==> config.mk <==
export PLATFORM = sky130hd
export DESIGN_NAME = trapezoid_charge_energy_counter
export DESIGN_NICKNAME = d
export VERILOG_FILES = /design/src/rtl/core/tcec_pkg.sv /design/src/rtl/core/tcec_mul.sv /design/src/rtl/core/trapezoid_charge_energy_counter.sv
export VERILOG_INCLUDE_DIRS = /design/src /design/src/rtl/core
export SDC_FILE = /design/constraint.sdc
export NUM_CORES = 2
export LEC_CHECK = 0
export BUFFER_PORTS_ARGS = -buffer_cell sky130_fd_sc_hd__buf_2
export CORE_UTILIZATION = 50
export DETAILED_ROUTE_END_ITERATION = 12
export PLACE_DENSITY = 0.7
export SLEW_MARGIN = 0
export SYNTH_ARGS = -nofsm -noshare
export SYNTH_HDL_FRONTEND = slang
export SYNTH_SLANG_ARGS = --single-unit
==> constraint.sdc <==
create_clock -name clk -period 12.25 [get_ports clk]
set_clock_uncertainty 0.1 [all_clocks]
set_input_delay 1.225 -clock clk [delete_from_list [all_inputs] [get_ports clk]]
set_output_delay 1.225 -clock clk [all_outputs]
set_load 0.05 [all_outputs]
==> src/rtl/core/trapezoid_charge_energy_counter_macros.svh <==
// Assertion macros for the trapezoid charge and energy counter.
`ifndef TRAPEZOID_CHARGE_ENERGY_COUNTER_MACROS_SVH
`define TRAPEZOID_CHARGE_ENERGY_COUNTER_MACROS_SVH

`ifndef SYNTHESIS

// Same-cycle implication, disabled during reset.
`define TCEC_ASSERT_NOW(label, clk, rst, ante, cons) \
  label: assert property (@(posedge clk) disable iff (rst) (ante) |-> (cons)) \
    else $error("tcec assertion failed");

// Next-cycle implication, disabled during reset.
`define TCEC_ASSERT_NEXT(label, clk, rst, ante, cons) \
  label: assert property (@(posedge clk) disable iff (rst) (ante) |=> (cons)) \
    else $error("tcec assertion failed");

`else

`define TCEC_ASSERT_NOW(label, clk, rst, ante, cons)
`define TCEC_ASSERT_NEXT(label, clk, rst, ante, cons)

`endif

`endif

==> src/rtl/core/tcec_pkg.sv <==
// Shared types, constants and functions of the trapezoid charge and energy counter.
`default_nettype none

package tcec_pkg;

  // Operand and product widths of the shared multiplier
  localparam int MUL_A_W = 34;
  localparam int MUL_B_W = 17;
  localparam int PROD_W  = 51;
  localparam int ACC_W   = 64;

  localparam logic [15:0] MAX_STEP_RESET = 16'd1000;

  // Register index (byte address / 4)
  localparam logic REG_MAX_STEP = 1'b0;

  localparam logic signed [ACC_W-1:0] ACC_MAX = {1'b0, {(ACC_W-1){1'b1}}};
  localparam logic signed [ACC_W-1:0] ACC_MIN = {1'b1, {(ACC_W-1){1'b0}}};

  typedef enum logic [1:0] {
    FAULT_NONE = 2'd0,
    FAULT_BACK = 2'd1,
    FAULT_LONG = 2'd2
  } fault_t;

  // Input word: one timestamped sample
  typedef struct packed {
    logic        [31:0] time_ms;
    logic        [15:0] volt_mv;
    logic signed [15:0] amp_ma;
  } sample_t;

  // Output word: state after the sample
  typedef struct packed {
    logic signed [63:0] charge_sum;
    logic signed [63:0] energy_sum;
    logic               run_ok;
    logic        [1:0]  fault_code;
    logic        [31:0] stamp_out;
  } result_t;

  // Signed add that clamps at the 64-bit limits
  function automatic logic signed [ACC_W-1:0] sat_add(
    input logic signed [ACC_W-1:0] a,
    input logic signed [ACC_W-1:0] b
  );
    logic signed [ACC_W:0] s;
    s = {a[ACC_W-1], a} + {b[ACC_W-1], b};
    if (s[ACC_W] != s[ACC_W-1]) begin
      return s[ACC_W] ? ACC_MIN : ACC_MAX;
    end
    return s[ACC_W-1:0];
  endfunction

endpackage

`default_nettype wire

==> src/rtl/core/tcec_mul.sv <==
// Shared signed multiplier with registered product.
`default_nettype none

module tcec_mul (
  input  wire logic                                 clk,
  input  wire logic                                 en,
  input  wire logic signed [tcec_pkg::MUL_A_W-1:0] op_a,
  input  wire logic signed [tcec_pkg::MUL_B_W-1:0] op_b,
  output      logic signed [tcec_pkg::PROD_W-1:0]  prod
);

  logic signed [tcec_pkg::PROD_W-1:0] full;

  // product fits in PROD_W bits for the operand ranges used
  assign full = op_a * op_b;

  always_ff @(posedge clk) begin
    if (en) begin
      prod <= full;
    end
  end

endmodule

`default_nettype wire

==> src/rtl/core/trapezoid_charge_energy_counter.sv <==
// Trapezoid charge and energy counter: top level.
//
// Usage: each sample word (time_ms, volt_mv, amp_ma) enters on the sample
// valid/ready channel; each sample gives exactly one result word on the
// result valid/ready channel with both accumulators, the run_ok flag, the
// last fault code and the stamp of the last sample that was not rejected.
// Sequence: an integrated step runs check, four multiplies on one shared
// multiplier and two saturating adds on one shared adder before its result;
// a first sample or a rejected step goes from check straight to the result.
// A new sample is taken only once the last one is through, and the shared
// multiplier sets the length of an integrated step.
// The result sits in an output register; if the receiver stalls, the
// finished work waits in the last step and no new sample is taken.
// Reset (rst, synchronous): accumulators and stored sample cleared,
// run_ok set, fault code none, max_step_ms back to 1000, no result pending.
// max_step_ms is written over the APB port at byte address 0.
`default_nettype none

`include "trapezoid_charge_energy_counter_macros.svh"

module trapezoid_charge_energy_counter (
  input  wire logic              clk,
  input  wire logic              rst,
  // sample channel
  input  wire logic              sample_valid,
  output      logic              sample_ready,
  input  wire tcec_pkg::sample_t sample,
  // result channel
  output      logic              result_valid,
  input  wire logic              result_ready,
  output      tcec_pkg::result_t result,
  // configuration
  input  wire logic              psel,
  input  wire logic              penable,
  input  wire logic              pwrite,
  input  wire logic [2:0]        paddr,
  input  wire logic [31:0]       pwdata,
  output      logic [31:0]       prdata,
  output      logic              pready
);

  typedef enum logic [7:0] {
    ST_IDLE  = 8'b0000_0001,
    ST_CHECK = 8'b0000_0010,
    ST_MUL0  = 8'b0000_0100,
    ST_MUL1  = 8'b0000_1000,
    ST_MULQ  = 8'b0001_0000,
    ST_MULE  = 8'b0010_0000,
    ST_ACCE  = 8'b0100_0000,
    ST_FIN   = 8'b1000_0000
  } state_t;

  state_t state, state_next;

  logic [15:0] max_step;

  // stored sample and running state
  logic        [31:0] prev_time;
  logic        [15:0] prev_volt;
  logic signed [15:0] prev_amp;
  logic               seen_first;
  logic signed [tcec_pkg::ACC_W-1:0] charge_acc;
  logic signed [tcec_pkg::ACC_W-1:0] energy_acc;
  logic               ok_flag;
  tcec_pkg::fault_t   last_fault;

  // sample being worked on
  logic        [31:0] cur_time;
  logic        [15:0] cur_volt;
  logic signed [15:0] cur_amp;
  logic        [15:0] dt;
  logic signed [16:0] isum;
  logic signed [tcec_pkg::MUL_A_W-1:0] psum;

  logic signed [tcec_pkg::MUL_A_W-1:0] op_a;
  logic signed [tcec_pkg::MUL_B_W-1:0] op_b;
  logic                                mul_en;
  logic signed [tcec_pkg::PROD_W-1:0]  prod;

  logic        [31:0] dt_full;
  logic               step_back;
  logic               step_long;
  logic signed [tcec_pkg::ACC_W-1:0] acc_sel;
  logic signed [tcec_pkg::ACC_W-1:0] acc_sum;
  logic               cfg_write;
  logic               out_free;

  // APB register port
  assign pready    = 1'b1;
  assign cfg_write = psel && penable && pwrite;
  assign prdata    = (paddr[2] == tcec_pkg::REG_MAX_STEP) ? {16'd0, max_step} : 32'd0;

  always_ff @(posedge clk) begin
    if (rst) begin
      max_step <= tcec_pkg::MAX_STEP_RESET;
    end else if (cfg_write && paddr[2] == tcec_pkg::REG_MAX_STEP) begin
      max_step <= pwdata[15:0];
    end
  end

  // step checks
  assign dt_full   = cur_time - prev_time;
  assign step_back = cur_time < prev_time;
  assign step_long = dt_full > {16'd0, max_step};

  assign sample_ready = (state == ST_IDLE);
  assign out_free     = !result_valid || result_ready;

  // sequencer
  always_comb begin
    state_next = state;
    unique case (state)
      ST_IDLE:  if (sample_valid) state_next = ST_CHECK;
      ST_CHECK: begin
        if (!seen_first || step_back || step_long) state_next = ST_FIN;
        else                                       state_next = ST_MUL0;
      end
      ST_MUL0:  state_next = ST_MUL1;
      ST_MUL1:  state_next = ST_MULQ;
      ST_MULQ:  state_next = ST_MULE;
      ST_MULE:  state_next = ST_ACCE;
      ST_ACCE:  state_next = ST_FIN;
      ST_FIN:   if (out_free) state_next = ST_IDLE;
      default:  state_next = ST_IDLE;
    endcase
  end

  always_ff @(posedge clk) begin
    if (rst) begin
      state <= ST_IDLE;
    end else begin
      state <= state_next;
    end
  end

  // multiplier operand select
  always_comb begin
    op_a   = '0;
    op_b   = '0;
    mul_en = 1'b0;
    unique case (state)
      ST_MUL0: begin
        op_a   = tcec_pkg::MUL_A_W'($signed({1'b0, prev_volt}));
        op_b   = tcec_pkg::MUL_B_W'(prev_amp);
        mul_en = 1'b1;
      end
      ST_MUL1: begin
        op_a   = tcec_pkg::MUL_A_W'($signed({1'b0, cur_volt}));
        op_b   = tcec_pkg::MUL_B_W'(cur_amp);
        mul_en = 1'b1;
      end
      ST_MULQ: begin
        op_a   = tcec_pkg::MUL_A_W'(isum);
        op_b   = $signed({1'b0, dt});
        mul_en = 1'b1;
      end
      ST_MULE: begin
        op_a   = psum;
        op_b   = $signed({1'b0, dt});
        mul_en = 1'b1;
      end
      default: begin
        op_a   = '0;
        op_b   = '0;
        mul_en = 1'b0;
      end
    endcase
  end

  tcec_mul u_mul (
    .clk  (clk),
    .en   (mul_en),
    .op_a (op_a),
    .op_b (op_b),
    .prod (prod)
  );

  // shared saturating adder: charge in MULE, energy in ACCE
  assign acc_sel = (state == ST_MULE) ? charge_acc : energy_acc;
  assign acc_sum = tcec_pkg::sat_add(acc_sel, tcec_pkg::ACC_W'(prod));

  // working registers
  always_ff @(posedge clk) begin
    if (sample_valid && sample_ready) begin
      cur_time <= sample.time_ms;
      cur_volt <= sample.volt_mv;
      cur_amp  <= sample.amp_ma;
    end
    if (state == ST_CHECK) begin
      dt <= dt_full[15:0];
    end
    if (state == ST_MUL0) begin
      isum <= 17'(prev_amp) + 17'(cur_amp);
    end
    // psum collects v0*i0 then adds v1*i1
    if (state == ST_MUL1) begin
      psum <= tcec_pkg::MUL_A_W'(prod);
    end else if (state == ST_MULQ) begin
      psum <= psum + tcec_pkg::MUL_A_W'(prod);
    end
  end

  // running state
  always_ff @(posedge clk) begin
    if (rst) begin
      prev_time  <= '0;
      prev_volt  <= '0;
      prev_amp   <= '0;
      seen_first <= 1'b0;
      charge_acc <= '0;
      energy_acc <= '0;
      ok_flag    <= 1'b1;
      last_fault <= tcec_pkg::FAULT_NONE;
    end else begin
      if (state == ST_CHECK) begin
        if (!seen_first) begin
          seen_first <= 1'b1;
          prev_time  <= cur_time;
          prev_volt  <= cur_volt;
          prev_amp   <= cur_amp;
        end else if (step_back) begin
          ok_flag    <= 1'b0;
          last_fault <= tcec_pkg::FAULT_BACK;
        end else if (step_long) begin
          ok_flag    <= 1'b0;
          last_fault <= tcec_pkg::FAULT_LONG;
        end
      end
      if (state == ST_MULE) begin
        charge_acc <= acc_sum;
      end
      if (state == ST_ACCE) begin
        energy_acc <= acc_sum;
        prev_time  <= cur_time;
        prev_volt  <= cur_volt;
        prev_amp   <= cur_amp;
      end
    end
  end

  // result register
  always_ff @(posedge clk) begin
    if (rst) begin
      result_valid <= 1'b0;
    end else if (state == ST_FIN && out_free) begin
      result_valid <= 1'b1;
    end else if (result_ready) begin
      result_valid <= 1'b0;
    end
  end

  always_ff @(posedge clk) begin
    if (state == ST_FIN && out_free) begin
      result.charge_sum <= charge_acc;
      result.energy_sum <= energy_acc;
      result.run_ok     <= ok_flag;
      result.fault_code <= last_fault;
      result.stamp_out  <= prev_time;
    end
  end

  // checks
  `TCEC_ASSERT_NEXT(a_ok_sticky, clk, rst, !ok_flag, !ok_flag)
  `TCEC_ASSERT_NOW(a_fault_clears_ok, clk, rst, last_fault != tcec_pkg::FAULT_NONE, !ok_flag)
  `TCEC_ASSERT_NEXT(a_accept_to_check, clk, rst, sample_valid && sample_ready, state == ST_CHECK)
  `TCEC_ASSERT_NEXT(a_prev_follows, clk, rst, state == ST_ACCE, prev_time == cur_time)

endmodule

`default_nettype wire

==> summary by stage <==
Routing
The detailed-route DRC error count is 0. In the routed layout, each cell is associated on average with a via count of 5.69. The DRC violation total after the first TritonRoute iteration is 2720. The number of nets with antenna violations after detailed routing is 0. The routed layout has 37523 vias.

The average routed wire per standard cell is 19.8 um. The number of iterations in the first detailed-routing pass is 5. The total wire length is 131000 um.

Logic synthesis
Synthesis inferred 566 register bits. Counting distinct cell types in the post-synthesis netlist gives 87. By count the netlist is led by 835 x sky130_fd_sc_hd__nand2_1, 662 x sky130_fd_sc_hd__inv_1, 555 x sky130_fd_sc_hd__fa_1, 492 x sky130_fd_sc_hd__nor2_1, 345 x sky130_fd_sc_hd__edfxtp_1. The leading cell type by number of instances after synthesis is sky130_fd_sc_hd__nand2_1. The most area-hungry cell type in the Yosys netlist is sky130_fd_sc_hd__fa_1.

The synthesized netlist occupies a cell area of 48000 um^2. The fraction of registers with async set or reset after synthesis is 0. The average instance in the mapped netlist occupies 9.38 um^2. During synthesis, Yosys emitted a total of 0 warnings. The number of flops mapped to enable cells by yosys is 345.

Synthesis produced 5122 cells. The predominant post-synthesis flop cell is sky130_fd_sc_hd__edfxtp_1. The area share of the leading cell type in the synthesized netlist is 0.231. Ranked by total cell area, the synthesized netlist is headed by sky130_fd_sc_hd__fa_1 23%, sky130_fd_sc_hd__edfxtp_1 22%, sky130_fd_sc_hd__dfxtp_1 9.2%. Of the synthesized area, sequential elements account for 0.308.

CTS
The number of setup buffers added after CTS is 0. The later pin in the worst-skew pair is clocked with a latency of 0.70 ns. TritonCTS built the clock tree. The CTS buffer count is 60.

The clock root buffer is sky130_fd_sc_hd__clkbuf_16. The tree built by TritonCTS fans out to 566 sinks. CTS built an H-tree with a depth of 2. The number of buffers inserted by hold repair at cts is 0. The clock-pin slew reported for the worst setup and hold paths after clock tree synthesis is 0.06 ns. The longest clock path from root to sink contains 3 buffers. The post-CTS resize count is 0.

Die
After floorplanning, the core was sized to cover 95000 um^2. The chip width is 312 um. The die is 312 um tall. The initial utilization of the core area, before any placement, comes to 0.505. During I/O placement, the number of pins put on the boundary was 304. The area of the die is 97300 um^2.

Row generation in the floorplan step produced 113 rows.

STA
Setup repair after global routing left no endpoint under its margin. Setup slack on the critical path of the routed design comes to 1.75 ns. Subtracting the final worst setup slack from the clock period gives 10.50 ns. The slew of the pin with the lowest slew margin is 1.17 ns. In the finished design, the share of the clock period the worst path needs comes to 0.857. The relative slew slack is 0.217. Setup violations remaining at the end of the flow were counted as 0.

The final count of hold timing violations was 0. The number of pins with negative max-slew slack in the final report is 0. The upper clock frequency limit is 95.3 MHz. Summed over all failing endpoints, the final setup total negative slack is 0 ns.

Run status
The run finished with clean final reports.

GRT
The global-route usage over all layers is 0.271. The first-pass GRT wire length is 208000 um. The initial antenna violation count came to 0.

Global routing finished with a remaining overflow of 0. The number of global-route vias before repair came to 37732. The pin count of the biggest net entering global routing is 75.

Placement
At the placement stage, the worst setup path has a slack of 1.90 ns. The post-DP HPWL is 102000 um. The number of port buffers is 268. Routability-driven placement finished with a final weighted congestion of 0.972.

Worst setup path
At the worst endpoint, the arrival time is 10.83 ns. In this run the worst path has a maximum fanout of 17. The data required time at the worst endpoint is 12.58 ns. By startpoint and endpoint, the worst setup path is classified as reg -> reg. The critical path starts at state[7]$_SDFFE_PP0P_.

The worst setup path is launched from a flip-flop. STA classifies the critical path endpoint as a flip-flop. The start of the worst register-to-register path is state[7]$_SDFFE_PP0P_.

Layout
The number of diodes is 0. The area overhead of the layout relative to synthesis is 9.45%. The share of post-route cells with drive strength above 1 is 0.0889. In the final design database the tool counted 6220 nets. The final-layout fill cell count is 8458.

Run
Max-cap violations in this run came to 0.

Power
The leakage power summed over all cells is 23.2 nW. The total power per unit cell area is 79.2 nW/um^2. IR analysis of the VDD net gives a maximum drop of 0.124 mV.

Min path
The path class of the tightest hold or removal check is reg -> reg. The startpoint identified for the worst hold timing path is prev_volt[9]$_SDFFE_PP0P_.
[state kept, by name (all words and copies together), names as in the netlist, 17 cells and up]
register and cells:
energy_acc 64, psum 34, charge_acc 64, result 163
prev_time 32, isum 17, u_mul.prod 51, cur_time 32
[path summary, 6_finish.rpt]
check	endpoint	slack, ns	depth (start not counted)
min	prev_volt[9]$_SDFFE_PP0P_	0.35	2
max	u_mul.prod[48]$_DFFE_PP_	1.75	26
min reg2reg	prev_volt[9]$_SDFFE_PP0P_	0.35	2
max reg2reg	u_mul.prod[48]$_DFFE_PP_	1.75	26
[area by class of cell]
class	count	area, um^2	share of cell area
repair buffers	329	1800	0.0343
clock inverters	38	403	0.00767
clock buffers	76	1600	0.0305
multi-input cells	3659	29900	0.569
flip-flops and latches	566	14800	0.281
inverters	663	2490	0.0474
well taps	1265	1580	0.0301
[metrics by stage]
| stage | instance area, um^2 | total power [mW] | std cells | util | hold slack (ns) |
|---|---|---|---|---|---|
| after global placement | 50600 | 2.37 | 6482 | 0.532 | 0.338 |
| final | 52600 | 4.16 | 6596 | 0.553 | 0.354 |
| after detailed placement | 50600 | 2.37 | 6482 | 0.532 | 0.342 |
| after CTS | 52600 | 4.19 | 6596 | 0.553 | 0.352 |
| after floorplan | 48100 | 2.30 | 5137 | - | 0.302 |
| after global routing | 52600 | 4.29 | 6596 | 0.553 | 0.367 |
[critical path, stage by stage (launching register included)]
cell                        delay [ns]
sky130_fd_sc_hd__dfxtp_1          0.34
sky130_fd_sc_hd__nor4_1           0.54
sky130_fd_sc_hd__and2_1           0.23
sky130_fd_sc_hd__nand3b_1         0.62
sky130_fd_sc_hd__nand2_1          0.85
sky130_fd_sc_hd__nand2_1          0.15
sky130_fd_sc_hd__and2_1           0.51
sky130_fd_sc_hd__nor2_1           0.27
sky130_fd_sc_hd__fa_1             0.45
sky130_fd_sc_hd__inv_1            0.10
sky130_fd_sc_hd__fa_1             0.41
sky130_fd_sc_hd__fa_1             0.51
sky130_fd_sc_hd__inv_1            0.05
sky130_fd_sc_hd__fa_1             0.48
sky130_fd_sc_hd__fa_1             0.49
sky130_fd_sc_hd__inv_1            0.05
sky130_fd_sc_hd__fa_1             0.47
sky130_fd_sc_hd__inv_1            0.04
sky130_fd_sc_hd__ha_1             0.35
sky130_fd_sc_hd__a2111oi_0        0.95
sky130_fd_sc_hd__o211ai_1         0.33
sky130_fd_sc_hd__o211ai_1         0.27
sky130_fd_sc_hd__nand3_1          0.21
sky130_fd_sc_hd__o31ai_1          0.36
sky130_fd_sc_hd__o21ai_0          0.23
sky130_fd_sc_hd__a311o_1          0.43
sky130_fd_sc_hd__o311ai_0         0.42
[cells by family (layout without fill, tap and decap cells)]
family                     Yosys count  after routing  share of synthesized area
other                                2             17                   0.000156
DFF                                566            566                      0.308
buffers and inverters              912           1106                     0.0734
xor gates and xnor gates           161            161                     0.0294
muxes                                6              6                    0.00130
AOI/OAI and AO/OA                 1010           1010                      0.141
adders and majority gates          839            839                      0.305
and+or+nand+nor                   1626           1626                      0.142
[cell usage in the layout, fill, tap and decap left out, types with 12 or more instances in the layout]
| master | netlist | layout |
|---|---|---|
| sky130_fd_sc_hd__a211oi_1 | 36 | 36 |
| sky130_fd_sc_hd__a21boi_0 | 13 | 13 |
| sky130_fd_sc_hd__a21o_1 | 104 | 104 |
| sky130_fd_sc_hd__a21oi_1 | 310 | 308 |
| sky130_fd_sc_hd__a221o_1 | 40 | 40 |
| sky130_fd_sc_hd__a221oi_1 | 21 | 13 |
| sky130_fd_sc_hd__a22o_1 | 73 | 73 |
| sky130_fd_sc_hd__a22oi_1 | 17 | 17 |
| sky130_fd_sc_hd__a31oi_1 | 17 | 17 |
| sky130_fd_sc_hd__and2_1 | 25 | 24 |
| sky130_fd_sc_hd__and3_1 | 22 | 22 |
| sky130_fd_sc_hd__buf_2 | 19 | 267 |
| sky130_fd_sc_hd__buf_4 | 17 | 62 |
| sky130_fd_sc_hd__clkbuf_1 | 201 | 12 |
| sky130_fd_sc_hd__clkbuf_16 | 0 | 60 |
| sky130_fd_sc_hd__conb_1 | 2 | 17 |
| sky130_fd_sc_hd__dfxtp_1 | 221 | 221 |
| sky130_fd_sc_hd__edfxtp_1 | 345 | 345 |
| sky130_fd_sc_hd__fa_1 | 555 | 555 |
| sky130_fd_sc_hd__ha_1 | 280 | 280 |
| sky130_fd_sc_hd__inv_1 | 662 | 662 |
| sky130_fd_sc_hd__nand2_1 | 835 | 835 |
| sky130_fd_sc_hd__nand2b_1 | 25 | 25 |
| sky130_fd_sc_hd__nand3_1 | 44 | 44 |
| sky130_fd_sc_hd__nand4_1 | 41 | 41 |
| sky130_fd_sc_hd__nor2_1 | 492 | 489 |
| sky130_fd_sc_hd__nor2b_1 | 32 | 31 |
| sky130_fd_sc_hd__nor3_1 | 36 | 36 |
| sky130_fd_sc_hd__o211ai_1 | 16 | 16 |
| sky130_fd_sc_hd__o21a_1 | 39 | 39 |
| sky130_fd_sc_hd__o21ai_0 | 176 | 176 |
| sky130_fd_sc_hd__o21bai_1 | 31 | 31 |
| sky130_fd_sc_hd__or3_1 | 12 | 12 |
| sky130_fd_sc_hd__xnor2_1 | 106 | 106 |
| sky130_fd_sc_hd__xor2_1 | 55 | 55 |
[metal layers]
metal / wire (um) / GRT usage
met5: 0 / 0
met4: 5430 / 0.104
met1: 54200 / 0.355
met3: 10200 / 0.0458
met2: 60900 / 0.451
[where the power goes]
group / switching, mW / internal (mW)
combinational: 0.179 / 0.0916
clock: 0.805 / 1.02
sequential: 0.0216 / 2.04
Note: power is estimated with default switching activity, not from simulation.
